### config.mk
export PLATFORM = sky130hd
export DESIGN_NAME = twis_ram
export DESIGN_NICKNAME = d
export VERILOG_FILES = /design/src/hw/rtl/twis_ram.sv
export SDC_FILE = /design/constraint.sdc
export NUM_CORES = 2
export LEC_CHECK = 0
export BUFFER_PORTS_ARGS = -buffer_cell sky130_fd_sc_hd__buf_2
export CORE_UTILIZATION = 47
export DETAILED_ROUTE_END_ITERATION = 8
export GPL_TIMING_DRIVEN = 0
export SLEW_MARGIN = 30
export SYNTH_ARGS = -nofsm -noshare
export SYNTH_HDL_FRONTEND = slang
export SYNTH_SLANG_ARGS = --single-unit
### constraint.sdc
create_clock -name clk -period 4.4 [get_ports clk]
set_input_delay 0.22 -clock clk [delete_from_list [all_inputs] [get_ports clk]]
set_output_delay 0.22 -clock clk [all_outputs]
set_load 0.1 [all_outputs]
### src/hw/rtl/twis_ram.sv
`default_nettype none
module twis_ram #(
  parameter int WIDTH = 8,
  parameter int DEPTH = 256
) (
  input  wire logic                     clk,
  input  wire logic                     we,
  input  wire logic [$clog2(DEPTH)-1:0] waddr,
  input  wire logic [WIDTH-1:0]         wdata,
  input  wire logic                     re,
  input  wire logic [$clog2(DEPTH)-1:0] raddr,
  output logic      [WIDTH-1:0]         rdata
);

  logic [WIDTH-1:0] mem [DEPTH];

  always_ff @(posedge clk) begin
    if (we) begin
      mem[waddr] <= wdata;
    end
  end

  // read data holds while no read is issued
  always_ff @(posedge clk) begin
    if (re) begin
      rdata <= mem[raddr];
    end
  end

endmodule
`default_nettype wire

Yosys cells after proc, flatten, opt, wreduce, memory -nomap -nowiden
Memory sizes are Yosys's and may differ from the RTL's. A register that Yosys moved wholly into a read port is not among the register bits.
Index checks and enable logic that the tools add are counted.
- word-level logic and storage cells: 3
- memory bits (writable): 2048
- memories kept: 1
- memory bits (read-only): 0
- latch bits: 0
- flip-flop bits (word level): 0
- output and inout port bits: 8
- input bits: 27
- bitwise logic cells: 0
- add/subtract/negate cells: 0
- shift operators: 0
- order comparisons: 0
- reduce and logical (&&, ||, !) cells: 0
- muxes and demuxes: 2
- divide/modulo/power cells: 0
- equality and inequality tests: 0
- multiply operators: 0
- memories (name ; words ; width ; rd ports ; clocked after memory_dff ; write ports ; RTL line ; source):
    mem ; 256 ; 8 ; 1 ; 1 ; 1 ; 15 ; logic [WIDTH-1:0] mem [DEPTH];
- operators by type and width (operator ; number):
    1-bit 2-to-1 mux ; 2

Depth between registers and ports, before layout
- depth after elaboration: 2
- depth in mapped cells: 11
- mapped depth without buffers: 6

Worst setup path after synthesis
OpenSTA, ideal clock, no wires.
- path kind: input to register
- start point: input port raddr[0]
- end point: register rdata[2], read port of mem (data pin)
- stages on the path: 9
- path slack: 2.104 ns
- path buffers: 4
- arrival: 2.027 ns
- required time: 4.131 ns
- cell sequence: buf_6 buf_12 buf_8 buf_2 mux4_2 a22oi_1 a21oi_1 nor4_1 nor4_2
- RTL lines (item ; RTL line ; source):
    start, declared ; 11 ; input wire logic [$clog2(DEPTH)-1:0] raddr,
    end, declared ; 12 ; output logic [WIDTH-1:0] rdata

==> metrics.yaml <==
ctsLongestPathBuffers: 3
synth_top_flop_cell: "edfxtp_1"
antenna_found_initial: 16
cts-root-buf: "clkbuf_16"
num_io_pins: 35
syn-num-nets: 3760
grt_overflow: 0
r2r-start: "mem[83][3]$_DFFE_PP_"
placedCellCount: 6005
netlist_area_um2: 79600
critical_path_arrival_ns: 4.54
report.final.hold_viol_count: 0
drv_cap: 0
syn-instance-count: 3733
clkTransAtPathRegs_ns: 0.06
cts_tree: "built"
grt_setup_unrepaired: "no"
worstSetupPathType: "input pin to register"
finalMaxSlewViolations: 0
startpoint_type: "input pin"
coreArea_um2: 168000
path_cells: "buf_2, buf_2, and2_1, buf_1, clkbuf_1, a22oi_1, a21oi_1, nor4_1, nor4_2"
area_growth_pct: 13.7
cts_buffers: 205
r2r_setup_slack_ns: 0.81
drc_errors: 0
num_rows: 150
synthArstFlopShare_pct: 0
layout.cells.non_filler: 6392
hp-start: "waddr[6]"
path_depth: 9
ys_warn_count: 0
synth_area_leader_cell: "edfxtp_1"
crit_buf_inv: 4
htreeDepth: 4
grt_pass1_vias: 40400
cp_max_fo: 10
slew-limit-headroom_pct: 20.4
wirelength_um: 241000
drtAntennaViolNets: 0
wl_per_cell_um: 37.8
dieHeight_um: 414
synth_edf_count: 2056
end_kind: "register"
whs_path_depth: 3
period_minus_slack_ns: 4.02
netlist.area_leader.share_pct: 77.5
worstHoldPathType: "input pin to register"
slowest_stage: "nor4_2"
drt_iter0_drc: 6400
dpl.hpwl_um: 164000
r2r_cells: 7
post-route-period-util_pct: 91.4
critPathMaxStageDelay_ns: 0.85
drive_gt1_share_pct: 24.4
syn_avg_cell_area_um2: 21.3
ys_seq_area_share_pct: 77.5
fin_nets: 4045
routed_via_density: 6.48
powerDensity_nw_per_um2: 455
first_pass_iters: 6
synthTopCellsByCount: "edfxtp_1, mux4_2, nor2_1"
r2r-end: "rdata[3]$_DFFE_PP_"
outcome: "completed"
port_buffers: 27
grt.total_usage_pct: 28.6
power.leakage_nw: 28.0
die_w_um: 414
initial_core_util_pct: 47.5
ys_types: 54
yosysMostFrequentCell: "edfxtp_1"
vias: 41400
finClkSkew_ns: 0.0491
cts_num_sinks: 2056
gp_congestion: 0.914
clock_latency_ns: 0.85
required_ns: 4.92
worst_pin_slew_ns: 1.19
min_to: "mem[194][6]$_DFFE_PP_"
grt_pass1_wl_um: 330000
setup_violations: 0
dpl_cell_area_um2: 83900
final_area_um2: 90500
fp.dieArea_um2: 171000
fmax_ghz: 0.249
ir_worst_vdd_mv: 0.435
grt_max_degree: 114
synth_seq_cells: 2056
path_delay_family: "buffers and inverters"
fin_total_pwr_mw: 41.2
ctsResizeCount: 0
cpMostUsedCell: "buf_2"
synth_top_cells_by_area: "edfxtp_1, mux4_2, mux2i_1"
==> routing by layer <==
metal	GRT usage (%)	vias to the layer above	part of all wire [%]
li1	-	16300	-
met3	7.31	467	11
met5	0	-	0.028
met4	10.6	10	4.0
met2	43.7	2433	47
met1	39.7	22200	39
==> report_power, final <==
part	internal, mW	leakage, nW	switching (mW)
logic	0.744	6.32	1.68
registers	21.6	18.5	0.0169
clock network	9.69	3.18	7.47
total	32.0	28.0	9.16
==> worst register-to-register path: cells and delay by family, from the launching register on <==
kind	cells	cell delay, ns
flip-flops	1	0.35
buffers and inverters	1	0.21
AND/OR/NAND/NOR	2	0.69
AO/OA/AOI/OAI	3	1.60
multiplexers	1	0.49
==> stage by stage <==
step                      worst slack, ns  hold WS (ns)  setup TNS, ns  util (%)
final                               0.379         0.166              0      53.9
after global routing                0.539         0.203              0      53.9
after CTS                           0.508         0.143              0      53.9
after detailed placement           -0.372         0.611          -1.31      50.0
after global placement              -1.25         0.660        -224.63      49.2
after floorplan                      2.10         0.319              0         -
==> state kept, by name, summed over array words and instances, names as in the netlist <==
| name | cells |
|---|---|
| mem | 2048 |
| rdata | 8 |
==> logic make-up (layout without fill, tap and decap cells) <==
logic type	Yosys count	count (layout)	synth area share, %
simple gates	466	466	2.63
mux	591	591	14.6
flops	2056	2056	77.5
other cells	0	9	0
buf+inv	235	681	1.83
compound gates	385	385	3.42
==> layout make-up <==
class,instances,area (um^2)
fill,13000,77300
sequential,2056,61700
multi-input combinational,1442,16600
clock buffer,249,5360
tap,2204,2760
buffer,233,1510
timing repair buffer,78,1360
clock inverter,119,1110
antenna,9,22.5
inverter,2,7.51
==> layout by cell type (no fill, tap or decap), types with 30 or more instances in the layout <==
master,synthesis,layout
a21oi_1,96,96
a22oi_1,133,133
buf_16,0,36
buf_2,31,63
buf_4,27,30
clkbuf_1,111,114
clkbuf_16,0,208
clkbuf_2,0,38
clkinv_1,1,53
clkinv_2,0,37
edfxtp_1,2056,2056
mux2i_1,134,134
mux4_2,454,454
nand2_1,33,33
nand3_1,34,34
nor2_1,282,238
nor2_2,0,44
nor2b_1,31,31
o221ai_1,46,46
==> timing repair <==
item | 4_1_cts | 5_1_grt
hold buffers | 9 | 0
buffers inserted | 0 | 0
hold endpoints to repair | 491 | 0
==> how the worst max path moves through the flow <==
| stage | from | end | slack (ns) |
|---|---|---|---|
| 2_1_floorplan | raddr[0] | rdata[2]$_DFFE_PP_ | 2.10 |
| 3_3_place_gp | raddr[4] | rdata[2]$_DFFE_PP_ | -1.25 |
| 3_5_place_dp | raddr[2] | rdata[2]$_DFFE_PP_ | -0.37 |
| 4_1_cts | raddr[2] | rdata[2]$_DFFE_PP_ | 0.51 |
| 5_1_grt | raddr[2] | rdata[6]$_DFFE_PP_ | 0.54 |
| 6_report | raddr[2] | rdata[6]$_DFFE_PP_ | 0.38 |
(Power assumes the default switching activity.)
