## src/hw/rtl/twis_pkg.sv

```systemverilog
`default_nettype none
package twis_pkg;

  localparam int NODE_COUNT_DEF = 256;
  localparam int ALPHABET_DEF   = 26;
  localparam int LETTER_W       = 5;

  localparam logic OP_INSERT = 1'b0;
  localparam logic OP_SEARCH = 1'b1;

  // result handed from the walk sequencer to the output register
  typedef struct packed {
    logic vld;
    logic found;
    logic pool_full;
  } twis_res_t;

endpackage
`default_nettype wire

```

## src/hw/rtl/twis_ctrl.sv

```systemverilog
`default_nettype none
module twis_ctrl #(
  parameter int NODE_COUNT = twis_pkg::NODE_COUNT_DEF,
  parameter int ALPHABET   = twis_pkg::ALPHABET_DEF,
  localparam int NW        = $clog2(NODE_COUNT),
  localparam int DEPTH_C   = NODE_COUNT * ALPHABET,
  localparam int AW        = $clog2(DEPTH_C)
) (
  input  wire logic                          clk,
  input  wire logic                          rst_n,
  input  wire logic                          in_valid,
  input  wire logic                          in_opcode,
  input  wire logic [twis_pkg::LETTER_W-1:0] in_letter,
  input  wire logic                          in_last_char,
  output logic                               in_stall,
  input  wire logic                          out_free,
  output twis_pkg::twis_res_t                res,
  output logic                               c_we,
  output logic      [AW-1:0]                 c_waddr,
  output logic      [NW-1:0]                 c_wdata,
  output logic                               c_re,
  output logic      [AW-1:0]                 c_raddr,
  input  wire logic [NW-1:0]                 c_rdata,
  output logic                               m_we,
  output logic      [NW-1:0]                 m_waddr,
  output logic      [0:0]                    m_wdata,
  output logic                               m_re,
  output logic      [NW-1:0]                 m_raddr,
  input  wire logic [0:0]                    m_rdata
);

  localparam logic [1:0] S_CLEAR = 2'd0;
  localparam logic [1:0] S_IDLE  = 2'd1;
  localparam logic [1:0] S_LOOK  = 2'd2;
  localparam logic [1:0] S_FIN   = 2'd3;

  localparam logic [NW:0]   NODE_LIM = (NW+1)'(NODE_COUNT);
  localparam logic [AW-1:0] CLR_LAST = AW'(DEPTH_C - 1);

  logic [1:0]    state_r, state_nxt;
  logic [AW-1:0] clr_addr_r, clr_addr_nxt;
  logic [NW-1:0] cur_r, cur_nxt;
  logic [NW:0]   free_r, free_nxt;
  logic          failed_r, failed_nxt;
  logic          pool_hit_r, pool_hit_nxt;
  logic          op_r, op_nxt;
  logic          last_r, last_nxt;
  logic          skip_r, skip_nxt;
  logic [AW-1:0] slot_r, slot_nxt;
  logic          res_found_r, res_found_nxt;
  logic          res_full_r, res_full_nxt;
  logic          sel_mark_r, sel_mark_nxt;

  logic          accept, bad_code, has_child, is_ins, pool_out, alloc, fail_now, ok;
  logic          hit_pool;
  logic [NW-1:0] new_node;
  logic [AW-1:0] slot_addr;

  assign in_stall  = (state_r != S_IDLE);
  assign accept    = in_valid && !in_stall;
  assign bad_code  = 32'(in_letter) >= 32'(ALPHABET);
  assign slot_addr = AW'(32'(cur_r) * 32'(ALPHABET) + 32'(in_letter));

  assign has_child = (c_rdata != '0);
  assign is_ins    = (op_r == twis_pkg::OP_INSERT);
  assign pool_out  = (free_r >= NODE_LIM);
  assign alloc     = !skip_r && !has_child && is_ins && !pool_out;
  assign fail_now  = skip_r || (!has_child && (!is_ins || pool_out));
  assign ok        = !fail_now;
  assign hit_pool  = pool_hit_r || (!skip_r && !has_child && is_ins && pool_out);
  assign new_node  = has_child ? c_rdata : free_r[NW-1:0];

  always_comb begin
    state_nxt     = state_r;
    clr_addr_nxt  = clr_addr_r;
    cur_nxt       = cur_r;
    free_nxt      = free_r;
    failed_nxt    = failed_r;
    pool_hit_nxt  = pool_hit_r;
    op_nxt        = op_r;
    last_nxt      = last_r;
    skip_nxt      = skip_r;
    slot_nxt      = slot_r;
    res_found_nxt = res_found_r;
    res_full_nxt  = res_full_r;
    sel_mark_nxt  = sel_mark_r;
    res           = '0;
    c_we          = 1'b0;
    c_waddr       = slot_r;
    c_wdata       = free_r[NW-1:0];
    c_re          = 1'b0;
    c_raddr       = slot_addr;
    m_we          = 1'b0;
    m_waddr       = new_node;
    m_wdata       = 1'(last_r && is_ins);
    m_re          = 1'b0;
    m_raddr       = new_node;

    case (state_r)
      S_CLEAR: begin
        c_we    = 1'b1;
        c_waddr = clr_addr_r;
        c_wdata = '0;
        clr_addr_nxt = clr_addr_r + AW'(1);
        if (clr_addr_r == CLR_LAST) begin
          state_nxt = S_IDLE;
        end
      end
      S_IDLE: begin
        if (accept) begin
          c_re      = !bad_code && !failed_r;
          op_nxt    = in_opcode;
          last_nxt  = in_last_char;
          skip_nxt  = failed_r || bad_code;
          slot_nxt  = slot_addr;
          state_nxt = S_LOOK;
        end
      end
      S_LOOK: begin
        c_we     = alloc;
        m_we     = alloc || (ok && last_r && is_ins);
        free_nxt = alloc ? free_r + (NW+1)'(1) : free_r;
        if (!last_r) begin
          cur_nxt      = ok ? new_node : cur_r;
          failed_nxt   = fail_now;
          pool_hit_nxt = hit_pool;
          state_nxt    = S_IDLE;
        end else begin
          cur_nxt      = '0;
          failed_nxt   = 1'b0;
          pool_hit_nxt = 1'b0;
          if (!is_ins && ok) begin
            m_re         = 1'b1;
            sel_mark_nxt = 1'b1;
            res_full_nxt = 1'b0;
            state_nxt    = S_FIN;
          end else begin
            sel_mark_nxt  = 1'b0;
            res_found_nxt = is_ins && ok;
            res_full_nxt  = is_ins && !ok && hit_pool;
            if (out_free) begin
              res.vld       = 1'b1;
              res.found     = is_ins && ok;
              res.pool_full = is_ins && !ok && hit_pool;
              state_nxt     = S_IDLE;
            end else begin
              state_nxt = S_FIN;
            end
          end
        end
      end
      S_FIN: begin
        if (out_free) begin
          res.vld       = 1'b1;
          res.found     = sel_mark_r ? m_rdata[0] : res_found_r;
          res.pool_full = res_full_r;
          state_nxt     = S_IDLE;
        end
      end
      default: begin
        state_nxt = S_CLEAR;
      end
    endcase
  end

  always_ff @(posedge clk) begin
    if (!rst_n) begin
      state_r    <= S_CLEAR;
      clr_addr_r <= '0;
      cur_r      <= '0;
      free_r     <= (NW+1)'(1);
      failed_r   <= 1'b0;
      pool_hit_r <= 1'b0;
      sel_mark_r <= 1'b0;
    end else begin
      state_r    <= state_nxt;
      clr_addr_r <= clr_addr_nxt;
      cur_r      <= cur_nxt;
      free_r     <= free_nxt;
      failed_r   <= failed_nxt;
      pool_hit_r <= pool_hit_nxt;
      sel_mark_r <= sel_mark_nxt;
    end
  end

  always_ff @(posedge clk) begin
    op_r        <= op_nxt;
    last_r      <= last_nxt;
    skip_r      <= skip_nxt;
    slot_r      <= slot_nxt;
    res_found_r <= res_found_nxt;
    res_full_r  <= res_full_nxt;
  end

  a_no_child_rw: assert property (@(posedge clk) disable iff (!rst_n)
    !(c_we && c_re))
    else $error("child memory read and written in one cycle");

  a_free_bound: assert property (@(posedge clk) disable iff (!rst_n)
    free_r <= NODE_LIM)
    else $error("free node pointer past pool end");

  a_accept_look: assert property (@(posedge clk) disable iff (!rst_n)
    accept |=> state_r == S_LOOK)
    else $error("accepted request did not start a lookup");

  a_alloc_step: assert property (@(posedge clk) disable iff (!rst_n)
    (state_r == S_LOOK && c_we) |=> free_r == $past(free_r) + (NW+1)'(1))
    else $error("allocation did not advance free pointer");

  a_res_room: assert property (@(posedge clk) disable iff (!rst_n)
    res.vld |-> out_free)
    else $error("result issued into a full output register");

endmodule
`default_nettype wire

```

## config.mk

```make
export PLATFORM = sky130hd
export DESIGN_NAME = twis_ctrl
export DESIGN_NICKNAME = d
export VERILOG_FILES = /design/src/hw/rtl/twis_pkg.sv /design/src/hw/rtl/twis_ctrl.sv
export SDC_FILE = /design/constraint.sdc
export NUM_CORES = 1
export LEC_CHECK = 0
export BUFFER_PORTS_ARGS = -buffer_cell sky130_fd_sc_hd__buf_4
export CORE_MARGIN = 2
export CORE_UTILIZATION = 40
export CTS_CLUSTER_SIZE = 24
export DETAILED_ROUTE_END_ITERATION = 6
export PLACE_DENSITY_LB_ADDON = 0.05
export SLEW_MARGIN = 20
export SYNTH_ARGS = -nofsm -noshare
export SYNTH_HDL_FRONTEND = slang
export SYNTH_SLANG_ARGS = --single-unit
```

## constraint.sdc

```tcl
create_clock -name clk -period 4.65 [get_ports clk]
set_clock_uncertainty 0.15 [all_clocks]
set_input_delay 0.2325 -clock clk [delete_from_list [all_inputs] [get_ports clk]]
set_output_delay 0.2325 -clock clk [all_outputs]
set_load 0.02 [all_outputs]
```

Yosys cells after proc, flatten, opt, wreduce, memory -nomap -nowiden
Cells that the tools add are included.
Operators by class
  $add $sub $neg: 3
  $mul: 1
  $lt $le $gt $ge: 2
  equal/unequal tests: 9
  muxes and demuxes: 27
  bitwise logic cells: 2
  reductions and logical operators: 34
Operators by type and width (number)
  $mux 8: 4
  $logic_and 1x1->1: 14
  $add 13x1->13 const B: 1
  $add 13x5->13: 1
  $eq 13x13->1 const B: 1
  $mux 13: 1
  $mul 8x4->12 const B: 1
  $mux 2: 6
  $mux 3: 4
  $add 9x1->9 const B: 1
  $ge 9x9->1 const B: 1
  $mux 1: 9
  $ne 2x2->1 const B: 4
  $pmux 2 s4: 1
  $reduce_and 2->1: 4
  $reduce_bool 8->1: 1
  $logic_not 1->1: 7
  $pmux 3 s2: 1
  $reduce_and 3->1: 2
  $ge 5x5->1 const B: 1
  $logic_or 1x1->1: 5
  $eq 2x2->1 const B: 2
  $eq 2x1->1 const B: 1
  $logic_not 2->1: 1
  3 further kinds: 4
Storage, ports and cells
  flip-flop bits (word level): 53
  bits of input ports: 20
  output and inout port bits: 59
  logic and storage cells: 91

Longest topological paths before layout
Gate-level depths: netlist of the first run.
  word-level depth: 11
  depth in mapped cells: 11
  depth with buffers taken out: 11

Worst setup path before layout of the first run
No wires, ideal clock.
  path kind: reg2reg
  start point: register cur_r[1]
  end point: register slot_r[12], data pin
  setup time: 272 ps
  arrival: 3020 ps
  required time: 4228 ps
  path slack: 1208 ps
  stages on the path, launching flop included: 10
  buffers on the path: 0
  period minus slack after synthesis: 3442 ps
  cell sequence: dfxtp_1 -> ha_1 -> fa_1 -> fa_1 -> xor2_1 -> o211ai_1 -> nor4_1 -> and2_1 -> nand4_1 -> xnor2_1
On the way
  word-level cells in the longest chain between the ends: 2
Ends and longest elaborated chain
  from (decl): RTL line twis_ctrl.sv:42  | logic [NW-1:0] cur_r, cur_nxt;
  from (signal assigned): RTL line twis_ctrl.sv:178  | cur_r <= cur_nxt;
  $mul 8x4->12: RTL line twis_ctrl.sv:62  | assign slot_addr = AW'(32'(cur_r) * 32'(ALPHABET) + 32'(in_letter));
  $add 13x5->13: RTL line twis_ctrl.sv:62
  named net c_raddr[12]: RTL line twis_ctrl.sv:22  | output logic [AW-1:0] c_raddr,
  to (signal assigned): RTL line twis_ctrl.sv:190  | slot_r <= slot_nxt;
  to (decl): RTL line twis_ctrl.sv:49  | logic [AW-1:0] slot_r, slot_nxt;
The timed path passes the listed nets, and every way through them passes these cells.
A chain may end at the register's enable or synchronous reset.

Worst setup path in the final report of the first run
  start point: register cur_r[1]
  end point: output port c_raddr[12]
On the way
  word-level cells in the longest chain between the ends: 2
Ends and longest elaborated chain (RTL line)
  $mul 8x4->12: twis_ctrl.sv:62
  $add 13x5->13: twis_ctrl.sv:62
  to (decl): twis_ctrl.sv:22
No other way between the ends.

==> results of run 1 <==
-- layer usage --
metal  track usage  share of wire  wire, um
met1         0.216           0.46      3640
met5             0              0         0
met4        0.0316         0.0057        45
met3        0.0362          0.045       352
met2         0.282           0.49      3830
-- worst max-delay path, cell delays in order, from the launching register on --
cell and delay, ps:
dfxtp_1 430, ha_1 290, fa_1 510, fa_1 480, xor2_1 310, o211ai_1 150, nor4_1 350, and2_1 220
nand4_1 110, xnor2_1 220, buf_4 170
-- path summary, 6_finish.rpt --
path            start  slack, ps           to
max          cur_r[1]        720  c_raddr[12]
min             rst_n        110    free_r[0]
max reg2reg  cur_r[1]       1240   slot_r[12]
min reg2reg  failed_r        360     failed_r
-- report_power, final --
part,switching [uW],total (uW),internal (uW)
Sequential,14.0,507,493
Combinational,101,191,89.2
Clock,173,283,110
-- cells by family (layout without fill, tap and decap cells) --
group,count (synthesis),in the layout,synth area share
AO/OA/AOI/OAI,65,65,0.120
multiplexers,15,15,0.0465
buffers and inverters,49,123,0.0630
XOR/XNOR,28,28,0.0686
AND/OR/NAND/NOR,127,127,0.210
flip-flops,53,53,0.347
adder cells (fa/ha/maj),38,38,0.146
-- synth_stat cells (11+ instances only) --
cell	count	area, um2
xnor2_1	23	201
nor2_1	13	48.8
dfxtp_1	35	701
edfxtp_1	18	541
inv_1	32	120
nand2_1	23	86.3
and2_1	18	113
o21ai_0	11	55.1
a21oi_1	18	90.1
ha_1	32	400
nor2b_1	28	175
mux2_2	13	146
-- state kept, by name, indices dropped and copies added (netlist names) --
register and flops:
skip_r 1, res_full_r 1, pool_hit_r 1, free_r 9, state_r 2, clr_addr_r 13, last_r 1, res_found_r 1
failed_r 1, cur_r 8, slot_r 13, op_r 1, sel_mark_r 1
-- layout make-up --
class | instances | area (um2) | area share
Clock inverter | 3 | 25.0 | 0.00578
Clock buffer | 5 | 68.8 | 0.0159
Sequential cell | 53 | 1240 | 0.287
Tap cell | 108 | 135 | 0.0312
Timing Repair Buffer | 82 | 623 | 0.144
Multi-Input combinational cell | 273 | 2110 | 0.488
Inverter | 33 | 124 | 0.0286
-- metrics by stage --
stage                     area, um2  worst slack [ps]
final                          4330               716
after global routing           4330               381
after CTS                      4330               685
after detailed placement       4200              1070
after global placement         4200              1170
after floorplan                3580              1210
-- cell usage in the layout (no fill, tap or decap), drive strengths merged, types with 2 or more instances in the layout --
cell type and n:
and2 18, or3 6, o21bai 3, and3 6, o21a 2, nand3 9
dfxtp 35, inv 35, nand2 23, ha 32, buf 79, xor2 5
dlygate4sd3 3, nor2 14, a21o 9, nor2b 28, and4 3, a21oi 18
nor4 2, mux2i 2, o211ai 3, edfxtp 18, a21boi 8, fa 6
nand2b 2, mux2 13, clkbuf 5, nor3 4, or4 3, nand4 7
o22ai 2, o21ai 12, xnor2 23
==> out/metrics.csv, run 1 <==
stage,metric,value,unit
cts,CTS Hold Bufs,3,
grt,antenna violations before repair,0,
logic_synthesis,Yosys warnings,0,
critical_path,CP arrival,3550,ps
critical_path,"critical path fanouts, max",5,
power,total power,981,uW
drt,via count,2816,
grt,largest net degree at the start of global routing,36,
drt,remaining antenna violation count after routing,0,
placed_design,port bufs,78,
cts,Post-CTS Setup Bufs,0,
finish,Finished Core Util,0.499,
drt,DR iter-0 viols,105,
placed_design,Placed Cells,546,
die,initial core utilization,0.412,
die,Die Span Y,98.6,um
power,Worst IR Drop VDD,0.000102,V
cts,CTS max path bufs,2,
finish,area growth from synthesis to layout,21.0,%
logic_synthesis,dominant synthesized flop cell,dfxtp_1,
worst_hold_path,Hold Crit Depth,2,
drt,via/cell ratio,5.06,
critical_path,Startpoint Class,flop,
finish,FILL cells,854,
cts,root buf cell,clkbuf_8,
finish,final cell count without fillers,557,
cts,"Clk Latency, worst-skew pair",320,ps
timing,RSZ-0062 raised after global routing,no,
logic_synthesis,number of flops mapped to enable cells by yosys,18,
finish,layout cells sized above 1,0.243,
cts,Sink Count,53,
timing,Final Setup Violations,0,
logic_synthesis,Synth cell types,50,
grt,first-pass GRT wire length,13.0,mm
logic_synthesis,Synth async-reset ratio,0,
timing,setup TNS,0,ps
logic_synthesis,Syn Std Cell Area,3580,um2
logic_synthesis,sequential fraction of the synthesis area,0.347,
finish,antenna cell count,0,
worst_hold_path,Hold Path Class,input port to flop,
timing,fin crit period,3930,ps
cts,H-tree depth,2,
critical_path,kind of critical path,flop to primary output,
grt,total global routing track utilization,0.165,
timing,worst hold slack,111,ps
timing,Least-Margin Pin Slew,801,ps
drt,DRC Markers,0,
logic_synthesis,Yosys reg bits,53,
timing,"Slew Viols, Final",0,
die,Die Area,9720,um2
cts,TritonCTS clock tree,done,
grt,vias in the first global route,2699,
die,I/O pins,79,
cts,TritonCTS Buffers,5,
critical_path,crit path capture type,primary output,
logic_synthesis,synthesized net count,433,
flow_run,max-capacitance violation count,0,
timing,final critical-path share of the clock period,0.846,
logic_synthesis,synthesized area per cell,9.54,um2
cts,Worst-path clk slew,100,ps
critical_path,Critical Path RT,4270,ps
drt,TritonRoute pass-1 iters,4,
die,Die X,98.6,um
power,PD cells,227,nW/um2
logic_synthesis,Mapped Cells,375,
die,Core Area,8680,um2
critical_path,R2R depth,9,
timing,fmax,254,MHz
drt,drt wl/cell,14.1,um
cts,PostCTS Resize Cnt,0,
placed_design,Routability Congestion,0.789,
placed_design,detailed placement HPWL,6.18,mm
die,# rows,34,
run_status,outcome,completed,
power,Pleak,0.00196,uW
timing,Max-slew headroom,0.466,
finish,final net count,506,
grt,GRT overflow,0,
timing,Final Hold Viols,0,
drt,final wirelength,7.88,mm
No activity file was read; power rests on OpenSTA's default activity.
==> run 2: changes to the inputs <==
- ABC_AREA: not set -> 1
- clock period: 4.65 -> 3.2 ns (I/O delays scaled with it)
==> out/metrics.csv, run 2 <==
stage,metric,value,unit,change
placed_design,port bufs,78,,unchanged
logic_synthesis,Mapped Cells,531,,+42%
drt,DR iter-0 viols,89,,-15%
power,PD cells,527,nW/um2,+130%
drt,via count,3441,,+22%
logic_synthesis,Yosys reg bits,53,,unchanged
power,Worst IR Drop VDD,0.000292,V,+190%
power,internal power,1420,uW,+110%
drt,final wirelength,8.95,mm,+14%
drt,TritonRoute pass-1 iters,4,,unchanged
critical_path,Crit path max-delay family,adder cells,,
logic_synthesis,Synth area leader,dfxtp_1,,
critical_path,crit-path cells,"ha_4, fa_1, fa_1, buf_4, buf_6, nand2_2, nor2_4, nand3_2, nor2_2, nand2_1, nand2_1, nand2_2, buf_6",,
die,# rows,35,,+2.9%
timing,setup ws final,-24.9,ps,-741 ps
finish,Top Registers,"clr_addr_r x13, slot_r x13, free_r x9",,
placed_design,Routability Congestion,0.854,,+8.2%
timing,final critical-path share of the clock period,1.01,,
power,Sw Pwr,1080,uW,+270%
logic_synthesis,most frequent cells after synthesis,"119 x nand2_1, 92 x inv_1, 55 x nor2_1",,
die,initial core utilization,0.409,,-0.00363
logic_synthesis,Syn Std Cell Area,3760,um2,+5.0%
critical_path,Crit path largest cell delay,550,ps,+40 ps
logic_synthesis,Synth area leaders,"dfxtp_1 19%, edfxtp_1 14%, nand2_1 12%",,
logic_synthesis,Yosys warnings,0,,unchanged
timing,Final Setup Violations,3,,+3
logic_synthesis,number of flops mapped to enable cells by yosys,18,,unchanged
grt,total global routing track utilization,0.183,,+0.0181
finish,layout cells sized above 1,0.230,,-0.0127
critical_path,Critical Path RT,2890,ps,-1380 ps
critical_path,CP arrival,2910,ps,-640 ps
drt,DRC Markers,0,,unchanged
timing,RSZ-0062 raised after global routing,yes,,
timing,"Slew Viols, Final",0,,unchanged
die,Core Area,9200,um2,+6.0%
critical_path,crit path capture type,primary output,,
finish,area growth from synthesis to layout,26.2,%,
placed_design,detailed placement HPWL,7.11,mm,+15%
logic_synthesis,Synth async-reset ratio,0,,unchanged
die,Die X,101,um,+2.4%
logic_synthesis,synthesized area per cell,7.08,um2,-26%
cts,"Clk Latency, worst-skew pair",310,ps,about the same
flow_run,max-capacitance violation count,0,,unchanged
logic_synthesis,Synth top area share,0.186,,-0.00939
critical_path,"critical path fanouts, max",3,,-2
timing,Max-slew headroom,0.550,,+0.0835
power,sequential power share,0.336,,-0.181
logic_synthesis,sequential fraction of the synthesis area,0.330,,-0.0166
run_status,outcome,"finished, violations left",,
power,Pleak,0.00224,uW,+14%
worst_hold_path,Hold Path Class,input port to flop,,
cts,root buf cell,clkbuf_8,,
die,I/O pins,79,,unchanged
drt,drt wl/cell,12.4,um,-13%
cts,Worst-path clk slew,110,ps,about the same
power,combinational share of power,0.501,,+0.307
logic_synthesis,synthesized net count,589,,+36%
die,Die Area,10200,um2,+4.8%
cts,Sink Count,53,,unchanged
critical_path,"Slowest-stage cell, CP",fa_1,,
finish,most frequent cells in the layout,"111 x nand2_1, 92 x inv_1, 85 x buf_4",,
timing,Final Hold Viols,0,,unchanged
grt,GR Util met2,0.324,,+0.0415
grt,global routing usage on met1,0.230,,+0.0147
finish,"most common cell after layout, fill and taps aside",nand2_1,,
finish,antenna cell count,0,,unchanged
grt,vias in the first global route,3264,,+21%
finish,final net count,670,,+32%
grt,GRT overflow,0,,unchanged
grt,largest net degree at the start of global routing,31,,-14%
critical_path,Startpoint Class,flop,,
power,Net Sw Frac,0.432,,+0.138
timing,Least-Margin Pin Slew,675,ps,-126 ps
die,Die Span Y,101,um,+2.4%
run_status,violated checks,negative setup slack,,
grt,antenna violations before repair,0,,unchanged
drt,via/cell ratio,4.75,,-6.0%
drt,remaining antenna violation count after routing,0,,unchanged
grt,grt met3 use,0.0368,,+0.000584
cts,TritonCTS clock tree,done,,
timing,fin crit period,3220,ps,
logic_synthesis,dominant synthesized flop cell,dfxtp_1,,
grt,Top Usage Layer GRT,met2,,
timing,fmax,310,MHz,
power,Clock power frac,0.163,,-0.126
power,total power,2500,uW,+150%
cts,H-tree depth,2,,unchanged
critical_path,kind of critical path,flop to primary output,,
cts,TritonCTS Buffers,5,,unchanged
cts,CTS max path bufs,2,,unchanged
logic_synthesis,Synth cell types,36,,-28%
finish,Finished Core Util,0.516,,+0.0171
logic_synthesis,"count leader, synth",nand2_1,,
critical_path,Buf/Inv on CP,3,,+2
grt,first-pass GRT wire length,14.8,mm,+14%
-- run 2: layout make-up --
cell class	instances	area [um2]
clock buffers	5	68.8
clock inverters	3	25.0
fillers	917	4450
inverters	99	372
multi-input cells	361	2170
flip-flops and latches	53	1250
well taps	111	139
repair buffers	92	713
-- run 2: stage by stage --
stage          setup WS (ps)  hold slack (ps)  instances  area [um2]  setup TNS (ps)
4_1_cts                -93.2             4.00        724        4700            -205
5_1_grt                 -218             14.7        724        4740            -900
3_5_place_dp            63.7              191        705        4400               0
3_3_place_gp             149              191        705        4400               0
2_1_floorplan           11.4              109        531        3760               0
6_report               -24.9             17.8        724        4740           -41.1
-- run 2: final timing paths --
check / startpoint / endpoint / slack (ps) / cells after the start
worst max-delay path: cur_r[1] / c_raddr[11] / -20 / 13
worst max register to register: cur_r[1] / slot_r[12] / 240 / 13
worst min register to register: clr_addr_r[10] / clr_addr_r[10] / 340 / 2
worst min-delay path: rst_n / clr_addr_r[12] / 20 / 3
-- run 2: logic make-up after synthesis --
| family | share of synthesized area |
|---|---|
| simple gates | 0.277 |
| fa+ha+maj | 0.139 |
| buf+inv | 0.128 |
| flops | 0.330 |
| compound gates | 0.0989 |
| xor+xnor | 0.0276 |
-- run 2: power by group through the flow --
stage                     sequential [uW]  combinational, uW  clock [uW]
after global routing                  852               1390         450
after detailed placement              854               1190           0
after global placement                852               1180           0
after floorplan                       837                791           0
final                                 841               1250         407
after CTS                             840               1250         424
-- run 2: routing by layer --
layer  vias up  part of all wire  routed length [um]
met5         -                 0                   0
met4         0            0.0068                  61
met3         4             0.037                 335
met2        52              0.48                4290
met1      1543              0.48                4260
li1       1842                 -                   -
-- run 2: tightest hold or removal path, delay by kind of cell --
kind          cells  cell delay (ps)
simple gates      2              110
buf+inv           1              180
-- run 2: repair_timing --
action                     in CTS  in global routing
setup endpoints to repair       5                  7
buffers inserted                8                  0
gates resized for setup        23                 11
pin swaps                      12                  9
hold endpoints to repair        3                  0
hold buffers                    3                  0
==> run 3: changes to the inputs <==
- CORE_MARGIN: 2 -> 10
- CTS_CLUSTER_SIZE: 24 -> 8
- SETUP_SLACK_MARGIN: not set -> 0.05
==> out/metrics.csv, run 3 (synthesis gave the netlist of run 2 again) <==
stage,metric,value,unit,change
timing,fin crit period,3200,ps,-20.5 ps
grt,total global routing track utilization,0.140,,-0.0422
power,internal power,1440,uW,+1.4%
die,initial core utilization,0.409,,unchanged
cts,TritonCTS Buffers,5,,unchanged
cts,"Clk Latency, worst-skew pair",310,ps,about the same
drt,drt wl/cell,13.1,um,+5.8%
drt,final wirelength,9.47,mm,+5.8%
power,Worst IR Drop VDD,0.000334,V,+14%
critical_path,CP arrival,2890,ps,-20 ps
critical_path,FF-to-FF End,slot_r[12],,
finish,cell area after layout,4780,um2,+0.69%
timing,"Slew Viols, Final",0,,unchanged
die,Die Area,13700,um2,+34%
worst_hold_path,Hold Path Class,input port to flop,,
critical_path,Crit path max-delay family,adder cells,,
timing,final critical-path share of the clock period,1.00,,-0.00642
critical_path,Reg2Reg Launch Point,cur_r[1],,
drt,remaining antenna violation count after routing,0,,unchanged
critical_path,"critical path fanouts, max",4,,+1
cts,Worst-path clk slew,100,ps,about the same
drt,DR iter-0 viols,116,,+30%
critical_path,Worst R2R Setup Slack,240,ps,about the same
critical_path,kind of critical path,flop to primary output,,
critical_path,Crit path largest cell delay,530,ps,-20 ps
critical_path,Buf/Inv on CP,1,,-2
finish,Top Registers,"clr_addr_r x13, slot_r x13, free_r x9",,
power,Pleak,0.00226,uW,+0.89%
drt,TritonRoute pass-1 iters,4,,unchanged
drt,DRC Markers,0,,unchanged
die,Die Span Y,117,um,+16%
timing,setup ws final,-4.36,ps,+20.5 ps
cts,root buf cell,clkbuf_8,,
cts,H-tree depth,2,,unchanged
timing,fmax,312,MHz,+0.64%
critical_path,Levels on crit path,13,,unchanged
critical_path,CP dominant cell by count,nand2_2,,
power,Clock power frac,0.162,,about the same
power,sequential power share,0.332,,-0.004
timing,setup TNS,-4.36,ps,+36.7 ps
die,# rows,35,,unchanged
critical_path,Critical Path RT,2890,ps,about the same
finish,area growth from synthesis to layout,27.1,%,
die,I/O pins,79,,unchanged
placed_design,Routability Congestion,0.844,,-1.1%
die,Core Area,9200,um2,unchanged
power,Sw Pwr,1090,uW,+0.89%
finish,layout cells sized above 1,0.235,,+0.00489
flow_run,max-capacitance violation count,0,,unchanged
critical_path,crit path launch,cur_r[1],,
power,combinational share of power,0.506,,+0.005
placed_design,port bufs,78,,unchanged
critical_path,Startpoint Class,flop,,
die,Die X,117,um,+16%
power,PD cells,530,nW/um2,+0.51%
cts,TritonCTS clock tree,done,,
finish,most frequent cells in the layout,"110 x nand2_1, 91 x inv_1, 86 x buf_4",,
grt,largest net degree at the start of global routing,31,,unchanged
critical_path,crit path capture type,primary output,,
placed_design,detailed placement HPWL,7.59,mm,+6.8%
finish,antenna cell count,0,,unchanged
critical_path,R2R depth,13,,unchanged
power,Net Sw Frac,0.430,,-0.00129
run_status,violated checks,negative setup slack,,
timing,Least-Margin Pin Slew,669,ps,-6.32 ps
critical_path,"Slowest-stage cell, CP",fa_1,,
grt,vias in the first global route,3357,,+2.8%
grt,antenna violations before repair,0,,unchanged
drt,via count,3463,,+0.64%
grt,GRT overflow,0,,unchanged
timing,RSZ-0062 raised after global routing,yes,,
timing,Max-slew headroom,0.554,,+0.00421
critical_path,CP Capture Point,c_raddr[12],,
finish,FILL cells,921,,+0.44%
finish,"most common cell after layout, fill and taps aside",nand2_1,,
finish,final net count,670,,unchanged
run_status,outcome,"finished, violations left",,
critical_path,crit-path cells,"ha_4, fa_2, fa_1, nand2_2, nor2_1, nand2_1, nand3_2, nand2_2, nor2_4, nand3_2, o21bai_1, nand2_2, buf_6",,
grt,first-pass GRT wire length,15.7,mm,+5.8%
cts,Sink Count,53,,unchanged
placed_design,DP Area,4400,um2,+0.17%
drt,via/cell ratio,4.78,,+0.64%
timing,Final Hold Viols,0,,unchanged
cts,CTS max path bufs,2,,unchanged
timing,Final Setup Violations,1,,-2
-- run 3: cell count changes in the layout (fill, tap and decap cells not counted), moves of 2 or more --
cell | previous run | this run
nor2_2 | 3 | 1
inv_6 | 2 | 0
xnor2_1 | 6 | 4
xnor2_2 | 0 | 2
-- run 3: power by group through the flow --
stage | registers, uW | clock network [uW] | logic [uW]
2_1_floorplan | 837 | 0 | 793
3_3_place_gp | 852 | 0 | 1200
3_5_place_dp | 854 | 0 | 1210
4_1_cts | 839 | 420 | 1250
5_1_grt | 854 | 449 | 1410
6_report | 841 | 409 | 1280
-- run 3: worst min-delay path by stage --
stage                 start          to  slack [ps]  cells past startpoint
2_1_floorplan  in_last_char      last_r         110                      0
4_1_cts               rst_n  state_r[0]          10                      3
6_report              rst_n  state_r[0]          20                      3
3_5_place_dp      in_opcode        op_r         190                      1
5_1_grt               rst_n  state_r[0]          20                      3
3_3_place_gp   in_last_char      last_r         190                      1
-- run 3: timing repair --
item	in CTS	in global routing
hold buffers	3	0
pin swaps	9	10
setup buffers	6	2
gates resized for setup	21	21
setup endpoints to repair	7	7
endpoints found under the hold margin	3	0
-- run 3: final cells by class --
cell class              instances  area, um2  share of cell area
clock buffers                   7       86.3              0.0181
clock inverters                 1       6.26             0.00131
inverters                      99        372              0.0778
multi-input cells             361       2210               0.462
flip-flops and latches         53       1250               0.263
well taps                     111        139              0.0291
repair buffers                 92        709               0.149
-- run 3: per-stage QoR --
step / hold WS (ps) / worst slack [ps] / utilization / cells / power, uW
2_1_floorplan: 109 / 83.9 / - / 531 / 1630
3_3_place_gp: 190 / 108 / 0.479 / 705 / 2050
3_5_place_dp: 193 / 62.9 / 0.479 / 705 / 2060
4_1_cts: 14.3 / -62.5 / 0.507 / 722 / 2510
5_1_grt: 19.9 / -206 / 0.519 / 724 / 2720
6_report: 17.3 / -4.36 / 0.519 / 724 / 2530
-- run 3: worst reg2reg max path, stage by stage, from the launching register on --
cell and delay [ps]:
dfxtp_4 380, ha_4 260, fa_2 440, fa_1 530, nand2_2 70, nor2_1 100, nand2_1 70, nand3_2 70
nand2_2 60, nor2_4 100, nand3_2 90, o21bai_1 180, nand2_2 90, buf_4 140
-- run 3: per-layer routing --
layer | global-route usage | vias to the layer above | part of all wire | routed length [um]
li1 | - | 1844 | - | -
met1 | 0.174 | 1548 | 0.46 | 4400
met2 | 0.233 | 63 | 0.46 | 4390
met3 | 0.0413 | 8 | 0.062 | 588
met4 | 0.0346 | 0 | 0.010 | 98
met5 | 0 | - | 0 | 0
